## config.mk

```make
export PLATFORM = sky130hd
export DESIGN_NAME = flash_page_program_sequencer
export DESIGN_NICKNAME = d
export VERILOG_FILES = /design/src/rtl/core/fpps_pkg.sv /design/src/rtl/core/flash_page_program_sequencer.sv
export SDC_FILE = /design/constraint.sdc
export NUM_CORES = 1
export LEC_CHECK = 0
export ABC_AREA = 0
export BUFFER_PORTS_ARGS = -buffer_cell sky130_fd_sc_hd__buf_4
export CAP_MARGIN = 10
export CORE_MARGIN = 1
export CORE_UTILIZATION = 40
export CTS_BUF_LIST = sky130_fd_sc_hd__clkbuf_2
export DETAILED_ROUTE_END_ITERATION = 8
export HOLD_SLACK_MARGIN = 0.12
export PLACE_DENSITY = 0.68
export REMOVE_ABC_BUFFERS = 1
export SLEW_MARGIN = 25
export SYNTH_ARGS = -nofsm -noshare
export SYNTH_HDL_FRONTEND = slang
export SYNTH_SLANG_ARGS = --single-unit
```

## constraint.sdc

```tcl
create_clock -name clk -period 15.7 [get_ports clk]
set_clock_uncertainty 0.15 [all_clocks]
set_input_delay 2.355 -clock clk [delete_from_list [all_inputs] [get_ports clk]]
set_output_delay 2.355 -clock clk [all_outputs]
set_load 0.02 [all_outputs]
```

## src/rtl/core/fpps_pkg.sv

```systemverilog
// Package for the flash page program sequencer: phase codes, bus op and
// target codes, command bytes and the result entry type.
// No dependencies.
`default_nettype none

package fpps_pkg;

  // Sequencer phases
  localparam logic [2:0] PH_IDLE  = 3'd0;
  localparam logic [2:0] PH_FILL  = 3'd1;
  localparam logic [2:0] PH_POLL  = 3'd2;
  localparam logic [2:0] PH_CHECK = 3'd3;

  // Result operations
  localparam logic [1:0] OP_WRITE = 2'd0;
  localparam logic [1:0] OP_READ  = 2'd1;
  localparam logic [1:0] OP_DONE  = 2'd2;

  // Register targets
  localparam logic [2:0] TG_CTRL   = 3'd0;
  localparam logic [2:0] TG_ADDR   = 3'd1;
  localparam logic [2:0] TG_CNT    = 3'd2;
  localparam logic [2:0] TG_CMD    = 3'd3;
  localparam logic [2:0] TG_PLO    = 3'd4;
  localparam logic [2:0] TG_PHI    = 3'd5;
  localparam logic [2:0] TG_STATUS = 3'd6;
  localparam logic [2:0] TG_ERROR  = 3'd7;

  // Input item kinds
  localparam logic [1:0] KIND_START  = 2'd0;
  localparam logic [1:0] KIND_DATA   = 2'd1;
  localparam logic [1:0] KIND_STATUS = 2'd2;
  localparam logic [1:0] KIND_ERROR  = 2'd3;

  // Configuration register indexes
  localparam logic [2:0] CFG_ERROR_MASK   = 3'd0;
  localparam logic [2:0] CFG_DONE_MASK    = 3'd1;
  localparam logic [2:0] CFG_BUSY_MASK    = 3'd2;
  localparam logic [2:0] CFG_CLEAR_STATUS = 3'd3;
  localparam logic [2:0] CFG_BURST_BYTES  = 3'd4;
  localparam logic [2:0] CFG_BURST_OPCODE = 3'd5;
  localparam logic [2:0] CFG_PAGE_OPCODE  = 3'd6;

  // Command bytes
  localparam logic [31:0] CLEAR_STATUS = 32'h0000_00FA;
  localparam logic [31:0] ENTER_PAGE   = 32'h0000_0050;
  localparam logic [31:0] WRITE_FIRST  = 32'h0000_00A0;

  localparam logic [12:0] MIN_CHUNK    = 13'd32;
  localparam logic [12:0] MAX_BURST    = 13'd4096;
  localparam logic [12:0] RESET_BURST  = 13'd256;
  localparam logic [7:0]  RESET_BURST_OP = 8'd166;
  localparam logic [7:0]  RESET_PAGE_OP  = 8'd170;

  localparam int MAX_RES = 6;

  typedef struct packed {
    logic [1:0]  op;
    logic [2:0]  target;
    logic [31:0] value;
  } res_t;

endpackage

`default_nettype wire

```

## src/rtl/core/flash_page_program_sequencer.sv

```systemverilog
// Flash page program sequencer top level: decodes each input item against the
// sequencer state and queues its bus results. Depends on fpps_pkg.
`default_nettype none

// Usage
//   Input channel (in_valid/in_stall): start, source data, status and error
//   reading items. Output channel (out_valid/out_stall): one bus write, read
//   request or finished result per beat, with last on the final beat of the
//   results an item causes (one to six).
//   Config channel (cfg_valid/cfg_ready): ready is always high; write only
//   while no results are pending.
//   An accepted item is decoded in the cycle it arrives and its results land
//   in the result bundle register, so its first result shows in the next cycle.
//   An item with n results occupies the bundle for n output beats; the next
//   item is taken in the cycle the last beat leaves, so items with one result
//   each flow at one per cycle while out_stall is low. An item with no
//   result still waits while earlier beats are pending, and leaves the bundle empty.
//   Out_stall holds the current beat; in_stall rises while the bundle still
//   holds beats that are not on their way out.
//   Reset (rst, synchronous) returns the sequencer to idle, drops pending
//   results and loads the register defaults.
module flash_page_program_sequencer (
  input  wire logic        clk,
  input  wire logic        rst,
  input  wire logic        in_valid,
  output logic             in_stall,
  input  wire logic [1:0]  kind,
  input  wire logic [31:0] dest_address,
  input  wire logic [31:0] byte_count,
  input  wire logic [31:0] value,
  output logic             out_valid,
  input  wire logic        out_stall,
  output logic [1:0]       op,
  output logic [2:0]       target,
  output logic [31:0]      value_res,
  output logic             last,
  input  wire logic        cfg_valid,
  output logic             cfg_ready,
  input  wire logic [2:0]  cfg_index,
  input  wire logic [31:0] cfg_data
);

  // Configuration registers
  logic [31:0] err_bits;
  logic [31:0] done_bits;
  logic [31:0] busy_bits;
  logic        clear_status_before_write;
  logic [12:0] burst_bytes;
  logic [7:0]  burst_opcode;
  logic [7:0]  page_opcode;

  // Sequencer state
  logic [2:0]  phase, phase_next;
  logic [31:0] cur_address, cur_address_next;
  logic [31:0] remaining_bytes, remaining_bytes_next;
  logic [12:0] chunk_bytes, chunk_bytes_next;
  logic [10:0] words_left, words_left_next;
  logic        high_half, high_half_next;

  // Result bundle
  fpps_pkg::res_t bundle [fpps_pkg::MAX_RES];
  fpps_pkg::res_t bundle_next [fpps_pkg::MAX_RES];
  logic [2:0]  cnt, cnt_next;
  logic [2:0]  idx;

  logic        in_acc, out_acc, out_final;
  logic [12:0] eff_burst;
  logic        burst_ok;
  logic [31:0] seq_addr, seq_rem;
  logic [12:0] new_chunk;
  logic [31:0] masked_count;
  logic [31:0] rem_after;
  logic [10:0] words_dec;
  logic        status_done;

  assign cfg_ready = 1'b1;

  always_ff @(posedge clk) begin
    if (rst) begin
      err_bits                  <= '0;
      done_bits                 <= '0;
      busy_bits                 <= '0;
      clear_status_before_write <= 1'b0;
      burst_bytes               <= fpps_pkg::RESET_BURST;
      burst_opcode              <= fpps_pkg::RESET_BURST_OP;
      page_opcode               <= fpps_pkg::RESET_PAGE_OP;
    end else if (cfg_valid) begin
      unique case (cfg_index)
        fpps_pkg::CFG_ERROR_MASK:   err_bits <= cfg_data;
        fpps_pkg::CFG_DONE_MASK:    done_bits <= cfg_data;
        fpps_pkg::CFG_BUSY_MASK:    busy_bits <= cfg_data;
        fpps_pkg::CFG_CLEAR_STATUS: clear_status_before_write <= cfg_data[0];
        fpps_pkg::CFG_BURST_BYTES:  burst_bytes <= cfg_data[12:0];
        fpps_pkg::CFG_BURST_OPCODE: burst_opcode <= cfg_data[7:0];
        fpps_pkg::CFG_PAGE_OPCODE:  page_opcode <= cfg_data[7:0];
        default: ;
      endcase
    end
  end

  // Handshakes
  assign out_valid = (cnt != 3'd0);
  assign out_acc   = out_valid && !out_stall;
  assign last      = (idx == cnt - 3'd1);
  assign out_final = out_acc && last;
  assign in_stall  = out_valid && !out_final;
  assign in_acc    = in_valid && !in_stall;

  assign op        = bundle[idx].op;
  assign target    = bundle[idx].target;
  assign value_res = bundle[idx].value;

  // Burst sizes outside 32..4096 or not a power of two fall back to 32
  assign burst_ok  = (burst_bytes >= fpps_pkg::MIN_CHUNK) &&
                     (burst_bytes <= fpps_pkg::MAX_BURST) &&
                     ((burst_bytes & (burst_bytes - 13'd1)) == 13'd0);
  assign eff_burst = burst_ok ? burst_bytes : fpps_pkg::MIN_CHUNK;

  assign masked_count = {byte_count[31:5], 5'd0};
  assign rem_after    = (remaining_bytes >= {19'd0, chunk_bytes}) ?
                        remaining_bytes - {19'd0, chunk_bytes} : 32'd0;
  assign words_dec    = words_left - 11'd1;
  assign status_done  = (done_bits != 32'd0) ? ((value & done_bits) == done_bits)
                                             : ((value & busy_bits) == 32'd0);

  // Address and count a new chunk starts from: a start item or the next chunk
  assign seq_addr = (kind == fpps_pkg::KIND_START) ? dest_address
                                                   : cur_address + {19'd0, chunk_bytes};
  assign seq_rem  = (kind == fpps_pkg::KIND_START) ? masked_count : rem_after;
  assign new_chunk = ((seq_rem >= {19'd0, eff_burst}) &&
                      ((seq_addr & {19'd0, eff_burst - 13'd1}) == 32'd0)) ?
                     eff_burst : fpps_pkg::MIN_CHUNK;

  always_comb begin
    phase_next           = phase;
    cur_address_next     = cur_address;
    remaining_bytes_next = remaining_bytes;
    chunk_bytes_next     = chunk_bytes;
    words_left_next      = words_left;
    high_half_next       = high_half;
    cnt_next             = 3'd0;
    for (int i = 0; i < fpps_pkg::MAX_RES; i++) begin
      bundle_next[i] = '{op: fpps_pkg::OP_WRITE, target: fpps_pkg::TG_CTRL, value: 32'd0};
    end

    if (kind == fpps_pkg::KIND_START ||
        (kind == fpps_pkg::KIND_ERROR && phase == fpps_pkg::PH_CHECK &&
         (value & err_bits) == 32'd0)) begin
      cur_address_next     = seq_addr;
      remaining_bytes_next = seq_rem;
      if (seq_rem == 32'd0) begin
        phase_next     = fpps_pkg::PH_IDLE;
        cnt_next       = 3'd1;
        bundle_next[0] = '{op: fpps_pkg::OP_DONE, target: fpps_pkg::TG_CTRL, value: 32'd0};
      end else begin
        chunk_bytes_next = new_chunk;
        words_left_next  = new_chunk[12:2];
        high_half_next   = 1'b0;
        phase_next       = fpps_pkg::PH_FILL;
        cnt_next         = 3'd2;
        bundle_next[0]   = '{op: fpps_pkg::OP_WRITE, target: fpps_pkg::TG_CTRL,
                             value: fpps_pkg::CLEAR_STATUS};
        bundle_next[1]   = '{op: fpps_pkg::OP_WRITE, target: fpps_pkg::TG_CTRL,
                             value: fpps_pkg::ENTER_PAGE};
      end
    end else if (kind == fpps_pkg::KIND_ERROR && phase == fpps_pkg::PH_CHECK) begin
      // Error bits set: abort with the reading
      phase_next     = fpps_pkg::PH_IDLE;
      cnt_next       = 3'd1;
      bundle_next[0] = '{op: fpps_pkg::OP_DONE, target: fpps_pkg::TG_CTRL, value: value};
    end else if (kind == fpps_pkg::KIND_DATA && phase == fpps_pkg::PH_FILL) begin
      high_half_next  = !high_half;
      words_left_next = words_dec;
      cnt_next        = 3'd1;
      bundle_next[0]  = '{op: fpps_pkg::OP_WRITE,
                          target: high_half ? fpps_pkg::TG_PHI : fpps_pkg::TG_PLO,
                          value: value};
      if (words_dec == 11'd0) begin
        phase_next = fpps_pkg::PH_POLL;
        if (clear_status_before_write) begin
          cnt_next       = 3'd6;
          bundle_next[1] = '{op: fpps_pkg::OP_WRITE, target: fpps_pkg::TG_CTRL,
                             value: fpps_pkg::CLEAR_STATUS};
          bundle_next[2] = '{op: fpps_pkg::OP_WRITE, target: fpps_pkg::TG_ADDR,
                             value: cur_address};
          bundle_next[3] = '{op: fpps_pkg::OP_WRITE, target: fpps_pkg::TG_CNT, value: 32'd0};
          bundle_next[4] = '{op: fpps_pkg::OP_WRITE, target: fpps_pkg::TG_CMD,
                             value: fpps_pkg::WRITE_FIRST};
          bundle_next[5] = '{op: fpps_pkg::OP_WRITE, target: fpps_pkg::TG_CMD,
                             value: {24'd0, (chunk_bytes == eff_burst) ? burst_opcode
                                                                       : page_opcode}};
        end else begin
          cnt_next       = 3'd5;
          bundle_next[1] = '{op: fpps_pkg::OP_WRITE, target: fpps_pkg::TG_ADDR,
                             value: cur_address};
          bundle_next[2] = '{op: fpps_pkg::OP_WRITE, target: fpps_pkg::TG_CNT, value: 32'd0};
          bundle_next[3] = '{op: fpps_pkg::OP_WRITE, target: fpps_pkg::TG_CMD,
                             value: fpps_pkg::WRITE_FIRST};
          bundle_next[4] = '{op: fpps_pkg::OP_WRITE, target: fpps_pkg::TG_CMD,
                             value: {24'd0, (chunk_bytes == eff_burst) ? burst_opcode
                                                                       : page_opcode}};
        end
      end
    end else if (kind == fpps_pkg::KIND_STATUS && phase == fpps_pkg::PH_POLL &&
                 status_done) begin
      phase_next     = fpps_pkg::PH_CHECK;
      cnt_next       = 3'd1;
      bundle_next[0] = '{op: fpps_pkg::OP_READ, target: fpps_pkg::TG_ERROR, value: 32'd0};
    end
  end

  always_ff @(posedge clk) begin
    if (rst) begin
      phase           <= fpps_pkg::PH_IDLE;
      cur_address     <= '0;
      remaining_bytes <= '0;
      chunk_bytes     <= '0;
      words_left      <= '0;
      high_half       <= 1'b0;
      cnt             <= '0;
      idx             <= '0;
    end else begin
      if (in_acc) begin
        phase           <= phase_next;
        cur_address     <= cur_address_next;
        remaining_bytes <= remaining_bytes_next;
        chunk_bytes     <= chunk_bytes_next;
        words_left      <= words_left_next;
        high_half       <= high_half_next;
        // Load the bundle; an item with no result leaves it empty
        cnt             <= cnt_next;
        idx             <= '0;
      end else if (out_final) begin
        cnt <= '0;
        idx <= '0;
      end else if (out_acc) begin
        idx <= idx + 3'd1;
      end
    end
  end

  // Bundle payload carries no reset
  always_ff @(posedge clk) begin
    if (in_acc && cnt_next != 3'd0) begin
      for (int i = 0; i < fpps_pkg::MAX_RES; i++) begin
        bundle[i] <= bundle_next[i];
      end
    end
  end

endmodule

`default_nettype wire
```

==> results by group, run 1 <==
Hold path
  – Hold path depth: 2
  – HP Start: err_bits[5]
  – Hold Crit Class: flop to flop
  – Hold path endpoint: err_bits[5]

Worst setup path
  – Worst reg2reg path endpoint: words_left[3]
  – R2R depth: 18
  – Element type at the critical path start: flop
  – Critical Path RT: 16.46 ns
  – CP Class: flop to flop
  – R2r startpoint: chunk_bytes[10]
  – Setup crit end kind: flop
  – Largest fanout on the critical path: 8
  – Reg-to-reg slack, setup: 9.98 ns
  – Crit path arrival time: 6.48 ns

Placement
  – GP Congestion: 0.9322
  – Placed cell area: 0.02001 mm^2
  – PortBufs: 172
  – Dpl hpwl: 41.86 mm

Timing
  – Final setup viols: 0
  – Slew margin rel.: 0.3391
  – Worst Tran Pin Value: 0.9903 ns
  – Max Clock Freq: 174.9 MHz
  – Final Cycle Share: 0.3642
  – Final Hold Viols: 0
  – Tmin final: 5.718 ns
  – Setup_tns: 0 ns
  – Unrepaired setup endpoints after global routing: false
  – Slew Viols, Final: 0

Power and ir drop
  – Clock Power Share: 0.308
  – IR drop worst, VDD: 0.04359 mV
  – Sw Pwr: 636.4 uW
  – Flop pwr share: 0.501
  – Int Pwr: 1312 uW
  – PwrDens: 93.76 mW/mm^2
  – Static Leak: 0.007735 uW
  – Logic pwr share: 0.191
  – Sw Ratio: 0.3267

Clock network
  – Postcts setup bufs: 0
  – CTS H-Tree Depth: 3
  – Clk Latency, worst-skew pair: 1.02 ns
  – Resized Gates After CTS: 0
  – CTS Root Cell: clkbuf_2
  – Worst-path clk slew: 0.09 ns
  – # clock sinks: 346
  – Post-cts hold buffer count: 0
  – TritonCTS buffer count: 88
  – CTS tree: yes
  – Bufs on Longest Clock Path: 3

Final layout
  – Share of layout cells above drive strength 1: 0.1558
  – # fillers: 4,394
  – Area growth syn-to-layout: 13.82%
  – Net count, final: 2,506
  – Fin util: 0.4657
  – Finished layout cell area: 0.02077 mm^2

Floorplan
  – Chip Width: 215.6 um
  – Row count: 77
  – Die H: 215.6 um
  – Area of the core: 0.04461 mm^2
  – Io pins: 179
  – Starting density of the core: 0.4092
  – Die Area: 0.04649 mm^2

Global routing
  – Gr usage total: 0.2511
  – GR Overflow Total: 0
  – Vias in the first global route: 16,150
  – Antenna violations before repair: 3
  – First-pass GRT wire length: 91.26 mm
  – Pin count of the biggest net entering global routing: 107

Synth
  – Top_reg_cell synth: dfxtp_1
  – Ys async rst share: 0
  – Post-synth EDFFs: 120
  – Avg Inst Size Synth: 8.446 um^2
  – Mapped Cells: 2,161
  – Yosys cell types: 89
  – Register bit total from synthesis: 346
  – Seq/Total Area, Yosys: 0.4453
  – Mapped Area: 0.01825 mm^2
  – Synth warnings: 0

Drt
  – Vias: 16,990
  – Avg WL per Cell: 19.90 um
  – DRC: 0
  – Final wirelength: 59.23 mm
  – Via-to-Cell Ratio: 5.708
  – Post-route ant nets: 0
  – DRT iter0 DRCs: 1,564
  – 1st-pass router iterations: 5

Job
  – Max-cap viol count: 0

Status
  – Outcome: complete, no violations
[cells in the final DEF (no fill, tap or decap), types with 30 or more instances in the layout]
master	n
nand2_1	364
a21oi_1	247
dfxtp_1	225
nor2_1	204
buf_4	189
clkbuf_2	129
edfxtp_1	120
and2_1	82
inv_1	69
o21ai_0	63
nor3_1	55
mux2i_1	53
a211oi_1	45
ha_1	45
nor4_1	41
nand3_1	39
xnor2_1	30
[layout make-up]
type / count / area, um^2 / area share
tap: 592 / 740.7 / 0.03565
multi-input combinational: 1624 / 9439 / 0.4543
clock buffer: 129 / 645.6 / 0.03108
inverter: 69 / 259.0 / 0.01247
sequential: 346 / 8129 / 0.3913
antenna: 4 / 10.01 / 0.0004818
clock inverter: 21 / 98.84 / 0.004758
timing repair buffer: 192 / 1453 / 0.06992
[cell families after synthesis]
kind of cell / synth area share
AO/OA/AOI/OAI: 0.1869
buffers and inverters: 0.04284
XOR/XNOR: 0.02207
AND/OR/NAND/NOR: 0.2343
other: 0.0004115
adder cells (fa/ha/maj): 0.03414
flip-flops: 0.4453
multiplexers: 0.03400
[stage by stage]
step	std cells	hold slack, ns	worst slack, ns	power, uW
6_report	2977	0.3090	9.982	1948
5_1_grt	2977	0.3291	9.668	2041
4_1_cts	2973	0.3107	9.991	1955
3_5_place_dp	2823	0.2970	9.221	1360
3_3_place_gp	2822	0.2914	9.275	1353
2_1_floorplan	2039	0.2796	3.745	1216
[how the worst max path moves through the flow]
stage                          startpoint              to  slack (ns)  cells after the start
after floorplan                   kind[0]          cnt[0]        3.75                      4
after global placement          value[21]  chunk_bytes[6]        9.27                      9
after detailed placement          kind[1]   words_left[5]        9.22                     15
after CTS                       out_stall        in_stall        9.99                      5
after global routing      chunk_bytes[10]   words_left[3]        9.67                     18
final                     chunk_bytes[10]   words_left[3]        9.98                     18
[cell usage after synthesis (all sizes together) (16+ instances only)]
cell type,number,area share
a22oi,21,0.0086
mux2i,53,0.029
ha,45,0.031
a21o,20,0.0082
a22o,18,0.0086
or3,20,0.0071
o21ai,68,0.019
nand3,39,0.011
nor2,208,0.043
inv,69,0.014
a21oi,248,0.068
dfxtp,226,0.25
a221oi,21,0.010
nor3,57,0.016
nand2,368,0.076
a211oi,45,0.019
nand4,18,0.0062
nand2b,18,0.0062
edfxtp,120,0.20
clkbuf,112,0.023
and2,85,0.029
o22ai,18,0.0062
xor2,16,0.0077
nor4,44,0.017
xnor2,30,0.014
[sequential cells by signal, summed over array words and instances (netlist names), 2 cells and up, named ones only]
name and cells:
idx 3, burst_opcode 8, phase 2, words_left 11, err_bits 32, chunk_bytes 13
done_bits 32, burst_bytes 13, page_opcode 8, remaining_bytes 32, bundle 120, cur_address 32
cnt 3, busy_bits 32
[worst max-delay path, stage by stage (launching register included)]
cell and delay (ns):
dfxtp_1 0.45, inv_1 0.12, ha_1 0.46, or4b_1 0.51, nor4_1 0.52, nor3_1 0.24, a31oi_1 0.36, and2_1 0.23
ha_1 0.25, a21o_1 0.15, a21o_1 0.18, a21o_1 0.18, a21o_1 0.23, a2111oi_0 0.37, o21ai_0 0.20, nor4_1 0.40
nor3b_2 0.21, a211oi_1 0.28, a22o_1 0.17
[power groups by stage]
| stage | sequential, uW | combinational (uW) | clock [uW] |
|---|---|---|---|
| 2_1_floorplan | 992 | 224 | 0 |
| 3_3_place_gp | 994 | 359 | 0 |
| 3_5_place_dp | 995 | 365 | 0 |
| 4_1_cts | 975 | 367 | 613 |
| 5_1_grt | 979 | 403 | 659 |
| 6_report | 975 | 372 | 601 |
[layer usage]
metal	GRT usage	part of all wire	vias up
met5	0	0	-
met4	0.09645	0.033	0
met3	0.04595	0.079	130
met2	0.4028	0.46	702
met1	0.3348	0.42	8089
li1	-	-	8073
Note: power is estimated with default switching activity, not from simulation.
==> run 2, diff against run 1 <==
==> constraint.sdc (replaced) <==
create_clock -name clk -period 5.6 [get_ports clk]
set_clock_uncertainty 0.15 [all_clocks]
set_input_delay 0.84 -clock clk [delete_from_list [all_inputs] [get_ports clk]]
set_output_delay 0.84 -clock clk [all_outputs]
set_load 0.02 [all_outputs]
==> results by group, run 2 (synthesis results as in run 1) <==
Placement
  – GP Congestion: 0.9460 (+1.5%)
  – Dpl hpwl: 42.92 mm (+2.5%)
  – Place WS: 0.4245 ns (-8.796 ns)
  – PortBufs: 172 (unchanged)

Final layout
  – Commonest non-fill, non-tap cells in the layout: nand2_1 (364), a21oi_1 (247), dfxtp_1 (225)
  – Net count, final: 2,629 (+4.9%)
  – Area growth syn-to-layout: 20.80%
  – Fin util: 0.4943 (+0.02855)
  – Largest register FFs: 120 (unchanged)
  – Most common cell after layout, fill and taps aside: nand2_1
  – Top reg by flops: bundle
  – Share of layout cells above drive strength 1: 0.1555 (-0.0002878)

Timing
  – Setup_tns: 0 ns (unchanged)
  – Worst setup margin: 0.3893 ns (-9.592 ns)
  – Worst Tran Pin Value: 0.9644 ns (-0.02591 ns)
  – Final Cycle Share: 0.9305 (+0.5663)
  – Unrepaired setup endpoints after global routing: false
  – Slew Viols, Final: 0 (unchanged)
  – Slew margin rel.: 0.3564 (+0.01729)
  – Hold slack: 0.1937 ns (-0.1153 ns)
  – Final Hold Viols: 0 (unchanged)
  – Tmin final: 5.211 ns (-0.5078 ns)
  – Final setup viols: 0 (unchanged)
  – Max Clock Freq: 191.9 MHz (+9.7%)

Power and ir drop
  – Static Leak: 0.008305 uW (+7.4%)
  – Clock Power Share: 0.316 (+0.008)
  – Int Pwr: 3804 uW (+190%)
  – Flop pwr share: 0.484 (-0.017)
  – PwrDens: 256.2 mW/mm^2 (+170%)
  – IR drop worst, VDD: 0.1396 mV (+220%)
  – Logic pwr share: 0.200 (+0.009)
  – Sw Ratio: 0.3265 (about the same)
  – Sw Pwr: 1844 uW (+190%)

Worst setup path
  – Critical Path RT: 6.31 ns (-10.15 ns)
  – Slowest stage delay, CP: 0.47 ns (-0.05 ns)
  – Crit path arrival time: 5.92 ns (-0.56 ns)
  – Element type at the critical path start: flop
  – Reg-to-reg slack, setup: 0.39 ns (-9.59 ns)
  – Most frequent CP cell: a21o_1
  – CP Class: flop to flop
  – CP cell instances: inv_1 -> ha_1 -> or4b_1 -> nor4_1 -> nor3_1 -> a31oi_1 -> and2_1 -> ha_1 -> a21o_1 -> a21o_1 -> a21o_1 -> a21o_1 -> a2111oi_0 -> o21ai_0 -> nor4_1 -> nor3b_2 -> a311oi_1 -> nor3_1
  – Largest fanout on the critical path: 8 (unchanged)
  – Setup crit end kind: flop
  – CP max-delay cell: or4b_1

Floorplan
  – Die H: 215.6 um (unchanged)
  – Io pins: 179 (unchanged)
  – Chip Width: 215.6 um (unchanged)
  – Row count: 77 (unchanged)
  – Starting density of the core: 0.4092 (unchanged)
  – Area of the core: 0.04461 mm^2 (unchanged)
  – Die Area: 0.04649 mm^2 (unchanged)

Clock network
  – CTS H-Tree Depth: 3 (unchanged)
  – Worst-path clk slew: 0.10 ns (about the same)
  – Bufs on Longest Clock Path: 3 (unchanged)
  – TritonCTS buffer count: 90 (+2.3%)
  – # clock sinks: 346 (unchanged)
  – CTS Root Cell: clkbuf_2
  – CTS tree: yes
  – Clk Latency, worst-skew pair: 1.01 ns (about the same)

Global routing
  – Gr usage total: 0.2601 (+0.008978)
  – Pin count of the biggest net entering global routing: 85 (-21%)
  – Vias in the first global route: 16,780 (+3.9%)
  – First-pass GRT wire length: 94.43 mm (+3.5%)
  – GR Overflow Total: 0 (unchanged)
  – Antenna violations before repair: 3 (unchanged)

Drt
  – 1st-pass router iterations: 5 (unchanged)
  – Post-route ant nets: 0 (unchanged)
  – DRC: 0 (unchanged)
  – Vias: 17,640 (+3.8%)
  – Final wirelength: 61.45 mm (+3.8%)
  – Via-to-Cell Ratio: 5.674 (-0.60%)
  – Avg WL per Cell: 19.77 um (-0.65%)
  – DRT iter0 DRCs: 1,487 (-4.9%)

Hold path
  – Hold Crit Class: input pin to flop

Job
  – Max-cap viol count: 0 (unchanged)

Status
  – Outcome: complete, no violations
run 2: per-layer routing:
layer / GRT usage / vias up / share of wire
met5: 0 / - / 0
met4: 0.1203 / 0 / 0.040
met3: 0.04383 / 153 / 0.082
met2: 0.4130 / 819 / 0.45
met1: 0.3449 / 8331 / 0.43
li1: - / 8338 / -
run 2: metrics by stage:
stage | area [um^2] | total power (uW) | instances
2_1_floorplan | 17750 | 3410 | 2039
6_report | 22050 | 5648 | 3109
4_1_cts | 22040 | 5657 | 3106
5_1_grt | 22050 | 5925 | 3109
3_5_place_dp | 20140 | 3833 | 2837
3_3_place_gp | 20140 | 3818 | 2837
run 2: worst max-delay path, delay by kind of cell (launching register included):
kind,cells,cell delay [ns]
AND/OR/NAND/NOR,7,1.97
AO/OA/AOI/OAI,8,1.93
adder cells (fa/ha/maj),2,0.57
flip-flops,1,0.41
buffers and inverters,1,0.10
run 2: power by group through the flow:
stage / registers, uW / logic, uW / clock network (uW)
floorplan: 2780 / 628 / 0
global placement: 2790 / 1030 / 0
detailed placement: 2790 / 1040 / 0
CTS: 2730 / 1110 / 1820
global route: 2740 / 1220 / 1960
finish: 2730 / 1130 / 1780
run 2: repair_timing:
action,4_1_cts,5_1_grt
hold endpoints to repair,201,0
resized for setup,0,1
hold buffers,107,0
setup buffers,0,0
setup endpoints to repair,0,3
run 2: area by class of cell:
type                            instances  area, um^2
Sequential cell                       346        8129
Clock inverter                         30       160.2
Inverter                               69       259.0
Multi-Input combinational cell       1624        9433
Clock buffer                          132       660.6
Timing Repair Buffer                  313        2659
Tap cell                              592       740.7
Antenna cell                            3       7.507
Fill cell                            4326       22560
run 2: worst paths after layout:
check	start	cells past startpoint	end
hold reg to reg	err_bits[27]	2	err_bits[27]
setup / recovery	chunk_bytes[10]	18	words_left[5]
setup reg to reg	chunk_bytes[10]	18	words_left[5]
hold / removal	byte_count[9]	4	remaining_bytes[9]
==> run 3, diff against run 2 <==
--- a/config.mk
+++ b/config.mk
@@ -8,14 +8,16 @@
 export ABC_AREA = 0
 export BUFFER_PORTS_ARGS = -buffer_cell sky130_fd_sc_hd__buf_4
 export CAP_MARGIN = 10
-export CORE_MARGIN = 1
+export CORE_MARGIN = 3
 export CORE_UTILIZATION = 40
 export CTS_BUF_LIST = sky130_fd_sc_hd__clkbuf_2
 export DETAILED_ROUTE_END_ITERATION = 8
 export HOLD_SLACK_MARGIN = 0.12
+export MAX_ROUTING_LAYER = met4
 export PLACE_DENSITY = 0.68
 export REMOVE_ABC_BUFFERS = 1
 export SLEW_MARGIN = 25
 export SYNTH_ARGS = -nofsm -noshare
 export SYNTH_HDL_FRONTEND = slang
 export SYNTH_SLANG_ARGS = --single-unit
+export TNS_END_PERCENT = 100
==> results by group, run 3 (synthesis results as in run 1) <==
Status
  – Outcome: complete, no violations

Timing
  – Worst Tran Pin Value: 0.9609 ns (-0.003557 ns)
  – Slew margin rel.: 0.3581 (+0.001761)
  – Final Hold Viols: 0 (unchanged)
  – Worst setup margin: 0.2929 ns (-0.09637 ns)
  – Final Cycle Share: 0.9477 (+0.01721)
  – Tmin final: 5.307 ns (+0.09637 ns)
  – Hold slack: 0.2274 ns (+0.03372 ns)
  – Setup_tns: 0 ns (unchanged)
  – Unrepaired setup endpoints after global routing: false
  – Final setup viols: 0 (unchanged)
  – Max Clock Freq: 188.4 MHz (-1.8%)
  – Slew Viols, Final: 0 (unchanged)

Floorplan
  – Die Area: 0.04823 mm^2 (+3.7%)
  – Die H: 219.6 um (+1.9%)
  – Starting density of the core: 0.4092 (unchanged)
  – Area of the core: 0.04461 mm^2 (unchanged)
  – Io pins: 179 (unchanged)
  – Row count: 77 (unchanged)
  – Chip Width: 219.6 um (+1.9%)

Worst setup path
  – CP max-delay cell: o32ai_1
  – CP cell instances: inv_1 -> ha_1 -> inv_1 -> o32ai_1 -> nor2_1 -> a31oi_1 -> and2_1 -> ha_1 -> a21o_1 -> a21o_1 -> a21o_1 -> a21o_1 -> a2111oi_0 -> o21ai_0 -> nor4_1 -> nor3b_2 -> a311oi_1 -> nor3_1
  – Critical Path RT: 6.32 ns (about the same)
  – Most frequent CP cell: a21o_1
  – CP Class: flop to flop
  – Cell family with most CP delay: compound AO/OA/AOI/OAI gates
  – Largest fanout on the critical path: 10 (+2)
  – Crit path arrival time: 6.02 ns (+0.10 ns)
  – Setup crit end kind: flop
  – Element type at the critical path start: flop
  – Crit path buf inv count: 2 (+1)
  – Slowest stage delay, CP: 0.57 ns (+0.10 ns)

Power and ir drop
  – Int Pwr: 3798 uW (-0.16%)
  – Sw Pwr: 1835 uW (-0.51%)
  – IR drop worst, VDD: 0.1302 mV (-6.7%)
  – Static Leak: 0.008446 uW (+1.7%)
  – Sw Ratio: 0.3257 (-0.0007804)
  – Flop pwr share: 0.486 (+0.002)
  – PwrDens: 252.5 mW/mm^2 (-1.4%)
  – Clock Power Share: 0.314 (-0.002)
  – Logic pwr share: 0.200 (about the same)

Final layout
  – Most common cell after layout, fill and taps aside: nand2_1
  – # fillers: 4,202 (-2.9%)
  – Top reg by flops: bundle
  – Largest register FFs: 120 (unchanged)
  – Area growth syn-to-layout: 22.20%
  – Share of layout cells above drive strength 1: 0.1539 (-0.001653)
  – Final non-filler cell total: 3,137 (+0.90%)
  – Net count, final: 2,654 (+0.95%)
  – Finished layout cell area: 0.02231 mm^2 (+1.2%)
  – Commonest non-fill, non-tap cells in the layout: nand2_1 (364), a21oi_1 (247), dfxtp_1 (224)

Drt
  – Final wirelength: 61.74 mm (+0.46%)
  – Vias: 17,700 (+0.35%)
  – DRC: 0 (unchanged)
  – Via-to-Cell Ratio: 5.643 (-0.55%)
  – Avg WL per Cell: 19.68 um (-0.44%)
  – 1st-pass router iterations: 6 (+1)
  – DRT iter0 DRCs: 1,760 (+18%)
  – Post-route ant nets: 0 (unchanged)

Placement
  – GP Congestion: 0.9859 (+4.2%)
  – Placed cell area: 0.02007 mm^2 (-0.36%)
  – Place WS: 0.3549 ns (-0.06960 ns)
  – Dpl cells: 2,830 (-0.25%)
  – Dpl hpwl: 42.59 mm (-0.75%)
  – PortBufs: 172 (unchanged)

Global routing
  – First-pass GRT wire length: 94.65 mm (+0.24%)
  – Vias in the first global route: 16,810 (+0.20%)
  – Gr usage total: 0.2593 (-0.0007333)
  – Pin count of the biggest net entering global routing: 85 (unchanged)
  – GR Overflow Total: 0 (unchanged)
  – Antenna violations before repair: 2 (-1)

Clock network
  – Worst-path clk slew: 0.13 ns (+0.03 ns)
  – CTS H-Tree Depth: 3 (unchanged)
  – CTS tree: yes
  – Bufs on Longest Clock Path: 3 (unchanged)
  – Clk Latency, worst-skew pair: 1.05 ns (+0.04 ns)
  – TritonCTS buffer count: 90 (unchanged)
  – # clock sinks: 346 (unchanged)
  – CTS Root Cell: clkbuf_2
  – Postcts setup bufs: 0 (unchanged)

Hold path
  – Hold Crit Class: input pin to flop

Job
  – Max-cap viol count: 0 (unchanged)
## run 3: final timing paths
kind	from	endpoint	slack [ns]	cells after the start
max	chunk_bytes[12]	words_left[5]	0.29	18
min	value[13]	bundle[0][13]	0.23	3
max reg2reg	chunk_bytes[12]	words_left[5]	0.29	18
min reg2reg	busy_bits[0]	busy_bits[0]	0.31	2
## run 3: power by group through the flow
stage                     logic (uW)  clock network [uW]  registers [uW]
after floorplan                  628                   0            2780
after global placement          1020                   0            2790
after detailed placement        1030                   0            2790
after CTS                       1110                1810            2730
after global routing            1230                1940            2750
final                           1130                1770            2740
## run 3: area by class of cell
type,instances,area (um^2),area share
multi-input combinational,1624,9445,0.4235
clock buffer,141,705.7,0.03164
inverter,69,259.0,0.01161
antenna,4,10.01,0.0004488
sequential,346,8130,0.3645
tap,592,740.7,0.03321
timing repair buffer,338,2902,0.1301
clock inverter,23,112.6,0.005049
## run 3: stage by stage
stage / utilization / total power (uW)
after detailed placement: 0.4500 / 3818
after global placement: 0.4497 / 3804
after global routing: 0.4999 / 5914
after floorplan: - / 3410
after CTS: 0.4995 / 5651
final: 0.5000 / 5633
## run 3: tightest hold or removal path, stage by stage
cell	delay [ns]
buf_4	0.13
inv_1	0.11
nor4_1	0.10
## run 3: timing repair
item,CTS,global route
hold buffers,139,0
endpoints found under the hold margin,224,0
setup endpoints to repair,0,7
gates resized for setup,0,1
## run 3: metal layers
layer  share of wire  GRT usage
met1            0.42     0.3298
met2            0.46     0.4082
met3           0.085    0.04992
met4           0.035     0.1045
met5               0          -
